[src/design/dnsqx_pkg.sv]
`timescale 1ns / 1ps
// ---------------------------------------------------------------------------
// dnsqx_pkg
// types and constants shared by the dns query name extractor
// ---------------------------------------------------------------------------
package dnsqx_pkg;

  // sizing
  localparam int MAX_PACKET_BYTES = 65535;
  localparam int MAX_LABELS       = 128;
  localparam int POS_W            = $clog2(MAX_PACKET_BYTES + 1);
  localparam int QS_W             = 7;
  localparam int LBL_W            = 8;

  // header layout
  localparam logic [3:0] IP_VERSION4   = 4'd4;
  localparam logic [7:0] PROTO_UDP     = 8'd17;
  localparam int         PROTO_POS     = 9;
  localparam int         UDP_HDR_BYTES = 8;
  localparam int         DNS_HDR_BYTES = 12;
  localparam int         MIN_QSTART    = UDP_HDR_BYTES + DNS_HDR_BYTES;
  localparam int         SHORT_PACKET  = 40;

  // name encoding
  localparam logic [7:0] PTR_MASK = 8'hC0;
  localparam logic [7:0] DOT_CHAR = 8'd46;

  // parse phase, one-hot
  typedef enum logic [3:0] {
    PH_BEFORE = 4'b0001,
    PH_LENGTH = 4'b0010,
    PH_LABEL  = 4'b0100,
    PH_DONE   = 4'b1000
  } phase_t;

  // end-of-packet status
  typedef enum logic [1:0] {
    ST_FOUND     = 2'd0,
    ST_NO_NAME   = 2'd1,
    ST_MALFORMED = 2'd2
  } status_t;

  // result of one byte
  typedef struct packed {
    logic       emit;
    logic [7:0] name_char;
    logic       last;
    status_t    status;
  } dnsqx_res_t;

endpackage

[src/design/dnsqx_parse.sv]
`timescale 1ns / 1ps
// ---------------------------------------------------------------------------
// dnsqx_parse
// per-packet parse state and the one-byte step of the header check and
// label walker; state advances on step, returns to reset after last byte
// ---------------------------------------------------------------------------
module dnsqx_parse (
  input  logic                  clk,
  input  logic                  rst_n,
  input  logic                  step,
  input  logic [7:0]            pkt_byte,
  input  logic                  pkt_last,
  output dnsqx_pkg::dnsqx_res_t res
);
  import dnsqx_pkg::*;

  logic [POS_W-1:0] pos_r;
  logic [QS_W-1:0]  qs_r;
  logic             hdr_ok_r;
  phase_t           phase_r;
  logic [7:0]       rem_r;
  logic [LBL_W-1:0] lbl_r;
  logic             nonempty_r;
  logic             err_r;

  logic [POS_W-1:0] pos_nxt;
  logic [QS_W-1:0]  qs_nxt;
  logic             hdr_ok_nxt;
  phase_t           phase_a;
  phase_t           phase_nxt;
  logic [7:0]       rem_nxt;
  logic [LBL_W-1:0] lbl_nxt;
  logic             nonempty_nxt;
  logic             err_nxt;
  logic             err_fin;
  logic             emit;
  logic [7:0]       ch;
  status_t          status;

  // header capture: version and ihl on byte 0, protocol on byte 9
  always_comb begin
    hdr_ok_nxt = hdr_ok_r;
    qs_nxt     = qs_r;
    if (pos_r == '0) begin
      hdr_ok_nxt = (pkt_byte[7:4] == IP_VERSION4);
      qs_nxt     = QS_W'({pkt_byte[3:0], 2'b00}) + QS_W'(MIN_QSTART);
    end else if (pos_r == POS_W'(PROTO_POS)) begin
      hdr_ok_nxt = hdr_ok_r && (pkt_byte == PROTO_UDP);
    end
  end

  // label walker
  always_comb begin
    phase_a = phase_r;
    if (phase_r == PH_BEFORE && hdr_ok_nxt && pos_r >= POS_W'(MIN_QSTART) &&
        pos_r == POS_W'(qs_nxt)) begin
      phase_a = PH_LENGTH;
    end
    phase_nxt    = phase_a;
    rem_nxt      = rem_r;
    lbl_nxt      = lbl_r;
    nonempty_nxt = nonempty_r;
    err_nxt      = err_r;
    emit         = 1'b0;
    ch           = '0;
    case (phase_a)
      PH_LENGTH: begin
        if (pkt_byte == '0) begin
          phase_nxt = PH_DONE;
        end else if (lbl_r > LBL_W'(MAX_LABELS)) begin
          err_nxt   = 1'b1;
          phase_nxt = PH_DONE;
        end else if ((pkt_byte & PTR_MASK) == PTR_MASK) begin
          phase_nxt = PH_DONE;
        end else begin
          // dot before every label but the first
          if (nonempty_r) begin
            emit = 1'b1;
            ch   = DOT_CHAR;
          end
          rem_nxt = pkt_byte;
          if (lbl_r != '1) begin
            lbl_nxt = lbl_r + 1'b1;
          end
          phase_nxt = PH_LABEL;
        end
      end
      PH_LABEL: begin
        emit         = 1'b1;
        ch           = pkt_byte;
        nonempty_nxt = 1'b1;
        rem_nxt      = rem_r - 1'b1;
        if (rem_nxt == '0) begin
          phase_nxt = PH_LENGTH;
        end
      end
      default: begin
      end
    endcase
  end

  // end-of-packet status
  always_comb begin
    err_fin = err_nxt || (phase_nxt == PH_LABEL);
    status  = ST_FOUND;
    if (pkt_last) begin
      if (pos_r < POS_W'(SHORT_PACKET) || !hdr_ok_nxt) begin
        status = ST_NO_NAME;
      end else if (err_fin) begin
        status = ST_MALFORMED;
      end else if (nonempty_nxt) begin
        status = ST_FOUND;
      end else begin
        status = ST_NO_NAME;
      end
    end
  end

  // saturating byte counter
  always_comb begin
    pos_nxt = pos_r;
    if (pos_r != POS_W'(MAX_PACKET_BYTES)) begin
      pos_nxt = pos_r + 1'b1;
    end
  end

  assign res.emit      = emit;
  assign res.name_char = ch;
  assign res.last      = pkt_last;
  assign res.status    = status;

  // state update, cleared again after the last byte
  always_ff @(posedge clk) begin
    if (!rst_n || (step && pkt_last)) begin
      pos_r      <= '0;
      qs_r       <= '0;
      hdr_ok_r   <= 1'b0;
      phase_r    <= PH_BEFORE;
      rem_r      <= '0;
      lbl_r      <= '0;
      nonempty_r <= 1'b0;
      err_r      <= 1'b0;
    end else if (step) begin
      pos_r      <= pos_nxt;
      qs_r       <= qs_nxt;
      hdr_ok_r   <= hdr_ok_nxt;
      phase_r    <= phase_nxt;
      rem_r      <= rem_nxt;
      lbl_r      <= lbl_nxt;
      nonempty_r <= nonempty_nxt;
      err_r      <= err_nxt;
    end
  end

endmodule

[src/design/dns_query_name_extractor.sv]
`timescale 1ns / 1ps
// ---------------------------------------------------------------------------
// dns_query_name_extractor
// pulls the dns query name out of a byte stream of ipv4/udp packets
// ---------------------------------------------------------------------------
// Usage: the input channel carries one packet byte per request, with
// in_last_byte high on the final byte of each packet. The result channel
// gives one request per name character (a dot between labels) and one on
// the packet's last byte, which carries out_packet_end and out_status
// (found, no name, malformed); a character may share that request.
// Bytes that make no character and are not last produce no result.
// A byte is accepted into the input register, and the output register loads
// the result of the combinational parse step on that input register.
// Throughput is one byte per cycle unless the receiver stalls.
// While the receiver stalls, the output request holds and a byte still
// enters the input register if that register is free; in_stall rises only
// once both registers are full. Synchronous reset empties both registers
// and returns the parser to the start of a packet.
// ---------------------------------------------------------------------------
module dns_query_name_extractor (
  input  logic       clk,
  input  logic       rst_n,
  input  logic       in_valid,
  output logic       in_stall,
  input  logic [7:0] in_packet_byte,
  input  logic       in_last_byte,
  output logic       out_valid,
  input  logic       out_stall,
  output logic [7:0] out_name_char,
  output logic       out_char_valid,
  output logic       out_packet_end,
  output logic [1:0] out_status
);
  import dnsqx_pkg::*;

  logic       in_valid_r;
  logic [7:0] in_byte_r;
  logic       in_last_r;
  logic       out_valid_r;
  logic [7:0] out_char_r;
  logic       out_cvalid_r;
  logic       out_end_r;
  status_t    out_status_r;

  logic       out_free;
  logic       step;
  dnsqx_res_t res;

  // pipeline flow
  assign out_free = !out_valid_r || !out_stall;
  assign step     = in_valid_r && out_free;
  assign in_stall = in_valid_r && !out_free;

  dnsqx_parse u_parse (
    .clk      (clk),
    .rst_n    (rst_n),
    .step     (step),
    .pkt_byte (in_byte_r),
    .pkt_last (in_last_r),
    .res      (res)
  );

  // input register
  always_ff @(posedge clk) begin
    if (!rst_n) begin
      in_valid_r <= 1'b0;
    end else if (!in_stall) begin
      in_valid_r <= in_valid;
    end
  end

  always_ff @(posedge clk) begin
    if (in_valid && !in_stall) begin
      in_byte_r <= in_packet_byte;
      in_last_r <= in_last_byte;
    end
  end

  // result register
  always_ff @(posedge clk) begin
    if (!rst_n) begin
      out_valid_r <= 1'b0;
    end else if (out_free) begin
      out_valid_r <= step && (res.emit || res.last);
    end
  end

  always_ff @(posedge clk) begin
    if (step && (res.emit || res.last) && out_free) begin
      out_char_r   <= res.name_char;
      out_cvalid_r <= res.emit;
      out_end_r    <= res.last;
      out_status_r <= res.status;
    end
  end

  assign out_valid      = out_valid_r;
  assign out_name_char  = out_char_r;
  assign out_char_valid = out_cvalid_r;
  assign out_packet_end = out_end_r;
  assign out_status     = out_status_r;

endmodule

[config.mk]
export PLATFORM = sky130hd
export DESIGN_NAME = dns_query_name_extractor
export DESIGN_NICKNAME = d
export VERILOG_FILES = /design/src/design/dnsqx_pkg.sv /design/src/design/dnsqx_parse.sv /design/src/design/dns_query_name_extractor.sv
export SDC_FILE = /design/constraint.sdc
export NUM_CORES = 1
export LEC_CHECK = 0
export BUFFER_PORTS_ARGS = -buffer_cell sky130_fd_sc_hd__buf_2
export CORE_MARGIN = 2
export CORE_UTILIZATION = 60
export CTS_CLUSTER_DIAMETER = 30
export DETAILED_ROUTE_END_ITERATION = 8
export PLACE_DENSITY = 0.79
export SYNTH_ARGS = -nofsm -noshare
export SYNTH_HDL_FRONTEND = slang
export SYNTH_SLANG_ARGS = --single-unit
[constraint.sdc]
create_clock -name clk -period 4.44 [get_ports clk]
set_input_delay 0.666 -clock clk [delete_from_list [all_inputs] [get_ports clk]]
set_output_delay 0.666 -clock clk [all_outputs]
set_load 0.05 [all_outputs]
Word-level counts from Yosys, hierarchy flattened
Index checks and enable logic that the tools add are counted.
{ "op_classes": {"n_addsub": 4, "magnitude_cmp": 3, "eq_ne": 14, "mux": 30, "bitwise": 4, "reduce_logical": 29} }
{ "ops": {"columns": ["cell", "n"], "rows": [
  ["two-way mux 8 bit", 6],
  ["one-hot mux 8 bit (2 select lines)", 2],
  ["two-way mux 4 bit", 5],
  ["adder 16 x 1 -> 16 bit, second input constant", 1],
  ["equality test 16 x 4 -> 1 bit, second input constant", 1],
  ["equality test 16 x 7 -> 1 bit", 1],
  [">= comparator 16 x 5 -> 1 bit, second input constant", 1],
  ["zero test 16 bit", 1],
  ["zero test 8 bit", 2],
  ["less-than comparator 16 x 6 -> 1 bit, second input constant", 1],
  ["!= test 16 bit, second input constant", 1],
  ["equality test 4 x 3 -> 1 bit, second input constant", 3],
  ["two-way mux 1 bit", 12],
  ["logical AND 1 bit", 10],
  ["adder 8 x 1 -> 8 bit, second input constant", 1],
  ["equality test 8 x 5 -> 1 bit, second input constant", 1],
  ["greater-than comparator 8 bit, second input constant", 1],
  ["!= test 8 bit, second input constant", 1],
  ["one-hot mux 4 bit (2 select lines)", 1],
  ["subtractor 8 x 1 -> 8 bit, second input constant", 1],
  ["adder 6 x 5 -> 7 bit, second input constant", 1],
  ["two-way mux 7 bit", 1],
  ["zero test 1 bit", 6],
  ["two-way mux 6 bit", 1],
  ["other kinds (13)", 22]
]} }
{ "totals": {"ff_bits": 69, "inputBits": 13, "output_inout_bits": 14} }

Longest topological paths before layout
Gate-level depths: netlist of run 1.
{ "logic_depth": {"ltp_word": 14, "ltp_mapped": 11} }

Modules after synthesis
Synthesis of run 1 repeated with hierarchy kept, for this count alone.
{ "hier_totals": {"cells_unflattened": 384, "area_unflattened_um2": 3636.0} }
{ "by_module_without_submodules": {"columns": ["mod", "n_inst", "cells_each", "area_per_inst_um2"], "rows": [
  ["dnsqx_parse", 1, 353, 2907.8],
  ["dns_query_name_extractor", 1, 31, 728.2]
]} }

Worst setup path after synthesis of run 1
OpenSTA, ideal clock, no wires.
{ "synth_path": {"kind": "register to register", "startpoint": "register u_parse.pos_r[0]", "endpoint": "register out_cvalid_r (netlist: out_char_valid), enable pin", "setup_ns": 0.385, "arrival_ns": 2.755, "required_time_ns": 4.055, "path_slack_ns": 1.300, "path_stages_with_launch": 11, "path_cell_list": "dfxtp_1 -> inv_1 -> ha_1 -> nor4b_1 -> and4_1 -> buf_4 -> a21o_1 -> a221o_1 -> nor3_1 -> nand3_1 -> a21oi_1"} }
{ "synth_via": {"elab_chain_cells": 12} }
{ "synth_lines": {"columns": ["element", "line_no", "rtl"], "rows": [
  ["from (decl)", "dnsqx_parse.sv:17", "logic [POS_W-1:0] pos_r;"],
  ["from (signal assigned)", "dnsqx_parse.sv:144", "pos_r <= pos_nxt;"],
  ["branches (longest 5 deep; another with >= comparator 16 x 5 -> 1 bit)", null, null],
  ["logical AND 1 bit (*)", "dnsqx_parse.sv:55", "if (phase_r == PH_BEFORE && hdr_ok_nxt && pos_r >= POS_W'(MIN_QSTART) &&"],
  ["two-way mux 4 bit (*)", "dnsqx_parse.sv:55", null],
  ["equality test 4 x 3 -> 1 bit or equality test 4 x 2 -> 1 bit (tied branches)", "dnsqx_parse.sv:66", "case (phase_a)"],
  ["one-hot mux 1 bit (2 select lines) (*)", "dnsqx_parse.sv:66", null],
  ["logical OR 1 bit (*)", "dns_query_name_extractor.sv:89", "if (step && (res.emit || res.last) && out_free) begin"],
  ["logical AND 1 bit (*) (2 in series)", "dns_query_name_extractor.sv:89", null],
  ["to (signal assigned)", "dns_query_name_extractor.sv:91", "out_cvalid_r <= res.emit;"],
  ["to (decl)", "dns_query_name_extractor.sv:41", "logic out_cvalid_r;"]
]} }
Every way passes the cells marked *.
A chain may end at the register's enable or synchronous reset.

Final worst setup path of run 1
{ "layout_path": {"startpoint": "register u_parse.pos_r[0]", "endpoint": "register out_end_r (netlist: out_packet_end), enable pin"} }
{ "layout_via": {"elab_chain_cells": 12} }
{ "layout_lines": {"columns": ["element", "line_no", "rtl"], "rows": [
  ["branches (longest 5 deep; another with >= comparator 16 x 5 -> 1 bit)", null, null],
  ["logical AND 1 bit (*)", "dnsqx_parse.sv:55", null],
  ["two-way mux 4 bit (*)", "dnsqx_parse.sv:55", null],
  ["equality test 4 x 3 -> 1 bit or equality test 4 x 2 -> 1 bit (tied branches)", "dnsqx_parse.sv:66", null],
  ["one-hot mux 1 bit (2 select lines) (*)", "dnsqx_parse.sv:66", null],
  ["logical OR 1 bit (*)", "dns_query_name_extractor.sv:89", null],
  ["logical AND 1 bit (*) (2 in series)", "dns_query_name_extractor.sv:89", null],
  ["to (signal assigned)", "dns_query_name_extractor.sv:92", "out_end_r <= res.last;"],
  ["to (decl)", "dns_query_name_extractor.sv:42", "logic out_end_r;"]
]} }
Marks and branches as above.

==> summary.md, run 1 <==
| Metric | Value |
|---|---|
| Post-synthesis cell area | 3670 µm² |
| CTS buffer count | 9 |
| Mean area per synthesized cell | 8.98 µm² |
| Number of port buffers | 26 |
| Drt wl/cell | 16.6 µm |
| Max Cap Viol | 0 |
| Final setup margin | 1.32 ns |
| Ant diodes | 0 |
| Clock sink total | 69 |
| Combinational Power Share | 7.6% |
| Synth Flop Type | dfxtp_1 |
| Sequential cell fraction of total power | 50.5% |
| Leakage | 0.00159 µW |
| Antenna violations before repair | 0 |
| GRT Residual Overflow | 0 |
| Switching Fraction | 24.7% |
| Clock slew at reported path FFs | 0.08 ns |
| Post-CTS Setup Repair Bufs | 0 |
| Final Non-Filler Cells | 516 |
| CTS Root Cell | clkbuf_8 |
| Clock power frac | 41.9% |
| R2R depth | 10 |
| Hold Crit Class | reg2reg |
| Reg2Reg Capture Point | out_packet_end |
| TritonCTS clock tree | yes |
| Wirelength, routed | 8580 µm |
| Largest net degree at the start of global routing | 23 |
| RSZ-0062 raised after global routing | false |
| GP Congestion | 0.977 |
| Final worst path period need | 3.12 ns |
| Share of cells above drive strength 1 | 12.9% |
| GRT Total Usage | 26.7% |
| Placed insts | 500 |
| Drt pass-1 iters | 5 |
| WS Path Type | reg2reg |
| P_int | 1010 µW |
| Top-area cell type share of the netlist area | 26.2% |
| Antenna-violating nets left | 0 |
| Hold Crit Depth | 2 |
| Status | finished clean |
| Setup WS pre-CTS | 1.37 ns |
| Area growth syn-to-layout | 10.9% |
| Worst hold margin | 0.468 ns |
| Critical path arrival | 3.18 ns |
| Fill cells | 451 |
| Worst R2R Start | u_parse.pos_r[0] |
| IO Count | 27 |
| Switch Pwr | 331 µW |
| Number of global-route vias before repair | 2792 |
| Clk_lat worst skew | 0.35 ns |
| Number of gates resized after CTS | 0 |
| Synth area leader | dfxtp_1 |
| Setup TNS | 0 ns |
| Worst IR Drop VDD | 0.248 mV |
| CP max FO | 12 |
| Fmax | 321 MHz |
| Initial drt markers | 282 |
| Hold_buf cts | 0 |
| Critical path capture point type | register |
| Clk_skew | 0.0146 ns |
| Endpoints failing setup | 0 |
| Yosys warnings | 0 |
| Slew HR | 39.2% |
| Global-route wire length before repair | 13500 µm |
| Slew Viols, Final | 0 |
| Critical Path Start | u_parse.pos_r[0] |
| Final Hold Fails | 0 |
| Placed instance area | 3860 µm² |
| Chip Height | 82.2 µm |
| Vias per cell | 6.21 |
| #FFs+latches synth | 69 |
| Synth area leaders | dfxtp_1, edfxtp_1, nor2_1 |
| Clock buffer depth | 2 |
| Worst endpoint required time | 4.50 ns |
| Net Count, Synth | 432 |
| Final #Nets | 459 |
| H-tree depth | 3 |
| R2R setup slack | 1.32 ns |
| Rows | 28 |
| Tcrit/Tclk final | 70.3% |
| Post-DP HPWL | 5950 µm |
| Drc violations | 0 |
| Actual slew at the worst max-slew pin | 0.911 ns |
| Cell variety after synth | 60 |
| Vias | 3203 |
| Crit path capture | out_packet_end |
| Post-synth EDFFs | 21 |
| Final Cell Area | 4070 µm² |
| Pwr Density | 329 nW/µm² |
| Startpoint Class | register |
| Post-synth top cells | dfxtp_1, nor2_1, nand2_1 |
| Core Region | 5920 µm² |
| Chip width | 82.2 µm |
| Seq/Total Area, Yosys | 43.3% |
| Cells after synthesis | 409 |
| Ys async rst share | 0% |
| Initial core utilization | 62.0% |
| Die Area | 6760 µm² |
[power by group through the flow]
stage	combinational [µW]	clock [µW]	sequential, µW
global route	112	592	678
CTS	101	565	676
floorplan	65.9	0	694
detailed placement	99.8	0	690
finish	102	562	676
global placement	98.6	0	689
[per-stage QoR]
stage / power [µW] / util, %
after global routing: 1380 / 68.8
after detailed placement: 790 / 65.2
final: 1340 / 68.8
after global placement: 788 / 65.2
after floorplan: 760 / -
after CTS: 1340 / 68.8
[worst min-delay path by stage]
stage	from	to	slack, ns
floorplan	u_parse.qs_r[5]	u_parse.qs_r[5]	0.43
global placement	u_parse.qs_r[5]	u_parse.qs_r[5]	0.44
detailed placement	u_parse.qs_r[5]	u_parse.qs_r[5]	0.46
CTS	u_parse.qs_r[5]	u_parse.qs_r[5]	0.47
global route	in_last_byte	in_last_r	0.48
finish	u_parse.qs_r[5]	u_parse.qs_r[5]	0.47
[layout make-up]
| class | instances | area, µm² | share of cell area [%] |
|---|---|---|---|
| repair buffers | 29 | 153 | 3.75 |
| multi-input cells | 310 | 1960 | 48.0 |
| well taps | 75 | 93.8 | 2.30 |
| clock inverters | 7 | 90.1 | 2.21 |
| inverters | 17 | 63.8 | 1.57 |
| flip-flops and latches | 69 | 1590 | 39.1 |
| clock buffers | 9 | 124 | 3.04 |
[critical path, cell delays in order, from the launching register on]
cell and delay (ns):
dfxtp_1 0.40, inv_1 0.09, ha_1 0.18, nor4b_1 0.32, and4_1 0.39, mux2i_1 0.31, a41oi_1 0.21, nor3_1 0.28
nand3_1 0.24, a21oi_1 0.20, buf_4 0.22
[cells by family after synthesis]
group / Yosys count / share of synthesized area [%]
AOI/OAI and AO/OA: 85 / 15.4
xor gates and xnor gates: 22 / 5.25
adders and majority gates: 10 / 3.41
buffers and inverters: 30 / 3.41
DFF: 69 / 43.3
muxes: 6 / 1.77
and+or+nand+nor: 187 / 27.5
[cell usage in the layout (no fill, tap or decap), types with 3 or more instances in the layout]
cell	synthesis	final
mux2i_1	5	5
buf_4	1	3
and4_1	4	4
nand3_1	14	14
inv_1	17	17
a31oi_1	3	3
dfxtp_1	48	48
a32o_1	4	4
nand2_1	43	43
clkbuf_8	0	9
edfxtp_1	21	21
a21oi_1	23	23
xor2_1	7	7
and2_1	5	5
a41oi_1	3	3
a211oi_1	4	4
nor4_4	3	3
nand4_1	9	9
nor2_1	48	48
nor4_1	7	7
a21o_1	3	3
o21a_1	3	3
o21ai_0	21	21
nand2b_1	6	6
buf_2	1	26
or3_1	7	7
nor2b_1	7	7
xnor2_1	15	15
ha_1	10	10
nor3_1	9	9
and3_1	10	10
[registers in the layout (all words and copies together) (netlist names), 2 cells and up]
signal           cells
out_status           2
u_parse.qs_r         7
u_parse.pos_r       16
u_parse.phase_r      4
in_byte_r            8
u_parse.lbl_r        8
out_name_char        8
u_parse.rem_r        8
[per-layer routing]
metal | global-route usage (%) | vias up | routed length, µm
li1 | - | 1540 | -
met4 | 11.3 | 0 | 229
met2 | 39.8 | 155 | 3730
met1 | 37.1 | 1486 | 3980
met5 | 0 | - | 0
met3 | 6.09 | 22 | 637
No activity file was read; power rests on OpenSTA's default activity.
==> run 2, diff against run 1 <==
--- a/config.mk
+++ b/config.mk
@@ -5,12 +5,13 @@
 export SDC_FILE = /design/constraint.sdc
 export NUM_CORES = 1
 export LEC_CHECK = 0
+export ABC_AREA = 1
 export BUFFER_PORTS_ARGS = -buffer_cell sky130_fd_sc_hd__buf_2
 export CORE_MARGIN = 2
-export CORE_UTILIZATION = 60
+export CORE_UTILIZATION = 54
 export CTS_CLUSTER_DIAMETER = 30
 export DETAILED_ROUTE_END_ITERATION = 8
-export PLACE_DENSITY = 0.79
+export PLACE_DENSITY = 0.76
 export SYNTH_ARGS = -nofsm -noshare
 export SYNTH_HDL_FRONTEND = slang
 export SYNTH_SLANG_ARGS = --single-unit
==> constraint.sdc (replaced) <==
create_clock -name clk -period 2.85 [get_ports clk]
set_input_delay 0.4275 -clock clk [delete_from_list [all_inputs] [get_ports clk]]
set_output_delay 0.4275 -clock clk [all_outputs]
set_load 0.05 [all_outputs]
==> summary.md, run 2 <==
| Metric | Value |
|---|---|
| Share of cells above drive strength 1 | 14.7% |
| Max reg flops | 16 |
| Initial core utilization | 55.1% |
| Clk_skew | 0.0158 ns |
| TritonCTS clock tree | yes |
| Clock buffer depth | 2 |
| Rows | 30 |
| Antenna-violating nets left | 0 |
| Post-synth top cells | nand2_1, inv_1, nor2_1 |
| Number of global-route vias before repair | 3034 |
| Synth area leader | dfxtp_1 |
| Biggest register | u_parse.pos_r |
| Vias | 3300 |
| GRT Total Usage | 22.7% |
| Initial drt markers | 180 |
| Cells after synthesis | 499 |
| Slowest stage delay, CP | 0.51 ns |
| Slew Viols, Final | 0 |
| Clock sink total | 69 |
| Actual slew at the worst max-slew pin | 0.657 ns |
| Worst path bufs/invs | 4 |
| Seq/Total Area, Yosys | 43.3% |
| CTS Root Cell | clkbuf_8 |
| Final Non-Filler Cells | 626 |
| CP delay by family, top | simple AND/OR/NAND/NOR gates |
| Post-synth EDFFs | 21 |
| Critical path arrival | 2.89 ns |
| GP Congestion | 0.852 |
| Fmax | 384 MHz |
| Worst IR Drop VDD | 0.244 mV |
| Pwr Density | 527 nW/µm² |
| Max Cap Viol | 0 |
| Final Hold Fails | 0 |
| Cell variety after synth | 35 |
| Status | finished clean |
| Drc violations | 0 |
| RSZ-0062 raised after global routing | false |
| CTS buffer count | 9 |
| Final #Nets | 564 |
| Worst-path cell chain | inv_1 -> ha_1 -> inv_1 -> nor2_1 -> nand2_1 -> nand3_1 -> nand3_1 -> nand2_1 -> nand3_1 -> nor2_1 -> nand2_2 -> nand2_2 -> inv_2 -> nand2_4 -> buf_8 -> nand2_2 -> nand3_2 -> nor2_1 -> nor2_2 |
| Overall Power | 2230 µW |
| Slew HR | 55.9% |
| Top-count cell post-synth | nand2_1 |
| Most common cell after layout, fill and taps aside | nand2_1 |
| Wirelength, routed | 8160 µm |
| Post-synthesis cell area | 3680 µm² |
| #FFs+latches synth | 69 |
| Hold Crit Class | in2reg |
| IO Count | 27 |
| Worst endpoint required time | 3.14 ns |
| Endpoints failing setup | 0 |
| Setup WS pre-CTS | 0.0487 ns |
| Clock slew at reported path FFs | 0.09 ns |
| Setup TNS | 0 ns |
| WS Path Type | reg2reg |
| Leakage | 0.00184 µW |
| Final setup margin | 0.247 ns |
| Mean area per synthesized cell | 7.37 µm² |
| Drt pass-1 iters | 5 |
| Critical path capture point type | register |
| Hold_buf cts | 0 |
| Fill cells | 587 |
| Largest net degree at the start of global routing | 33 |
| Worst path slowest cell | edfxtp_1 |
| Global-route wire length before repair | 13400 µm |
| Placed insts | 606 |
| Drt wl/cell | 13.0 µm |
| Top-area cell type share of the netlist area | 26.1% |
| Net Count, Synth | 522 |
| Most used cells in the layout excluding fill and tap cells | nand2_1, inv_1, nor2_1, dfxtp_1, nand3_1 |
| Yosys warnings | 0 |
| Ant diodes | 0 |
| Synth Flop Type | dfxtp_1 |
| Chip width | 86.6 µm |
| Number of port buffers | 26 |
| Clk_lat worst skew | 0.36 ns |
| Tcrit/Tclk final | 91.3% |
| Die Area | 7490 µm² |
| CP max FO | 26 |
| GRT Residual Overflow | 0 |
| Chip Height | 86.6 µm |
| Utilization after layout | 63.3% |
| Core Region | 6680 µm² |
| Startpoint Class | register |
| H-tree depth | 3 |
| Final worst path period need | 2.60 ns |
| Area growth syn-to-layout | 15.0% |
| Antenna violations before repair | 0 |
| Synth area leaders | dfxtp_1, edfxtp_1, nand2_1 |
| Vias per cell | 5.27 |
| Ys async rst share | 0% |
| Post-DP HPWL | 5650 µm |
-- run 2: through the flow --
step | hold slack, ns | cell area (µm²)
2_1_floorplan | 0.426 | 3680
5_1_grt | 0.219 | 4230
3_3_place_gp | 0.458 | 3930
3_5_place_dp | 0.449 | 3930
6_report | 0.239 | 4230
4_1_cts | 0.236 | 4180
-- run 2: cells by family after synthesis --
| logic type | Yosys count | share of synthesized area (%) |
|---|---|---|
| AOI/OAI and AO/OA | 69 | 10.1 |
| xor gates and xnor gates | 11 | 2.62 |
| adders and majority gates | 10 | 3.40 |
| buffers and inverters | 82 | 8.98 |
| DFF | 69 | 43.3 |
| and+or+nand+nor | 258 | 31.7 |
-- run 2: area by class of cell --
type | instances | area, µm² | share of cell area (%)
Tap cell | 80 | 100 | 2.37
Sequential cell | 69 | 1590 | 37.6
Clock inverter | 7 | 123 | 2.90
Inverter | 72 | 274 | 6.48
Multi-Input combinational cell | 349 | 1780 | 42.0
Timing Repair Buffer | 39 | 235 | 5.56
Timing Repair inverter | 1 | 7.51 | 0.177
Clock buffer | 9 | 124 | 2.93
-- run 2: where the power goes --
part | internal (µW) | switching (µW) | leakage (µW)
Sequential | 1030 | 15.9 | 0.000589
Combinational | 65.5 | 132 | 0.00114
Clock | 585 | 398 | 0.000116
-- run 2: path summary, 6_finish.rpt --
| path | from | end | slack [ns] | cells after the start |
|---|---|---|---|---|
| setup reg to reg | in_byte_r[1] | u_parse.rem_r[0] | 0.25 | 19 |
| setup / recovery | in_byte_r[1] | u_parse.rem_r[0] | 0.25 | 19 |
| hold reg to reg | u_parse.qs_r[5] | u_parse.qs_r[5] | 0.46 | 2 |
| hold / removal | in_packet_byte[1] | in_byte_r[1] | 0.24 | 1 |
-- run 2: layer usage --
layer  global-route usage, %  part of all wire (%)  up-vias
li1                        -                     -     1702
met1                    30.2                    47     1477
met2                    35.8                    45      104
met3                    5.52                   5.8       17
met4                    8.81                   2.6        0
met5                       0                     0        -
-- run 2: what timing repair did --
| item | CTS | global route |
|---|---|---|
| buffers inserted | 0 | 2 |
| gates resized for setup | 0 | 6 |
| endpoints found under the setup margin | 0 | 27 |
-- run 2: worst register-to-register path, delay by kind of cell (launching register included) --
family	cells	cell delay, ns
buffers and inverters	4	0.42
AND/OR/NAND/NOR	14	1.45
adder cells (fa/ha/maj)	1	0.15
flip-flops	1	0.51
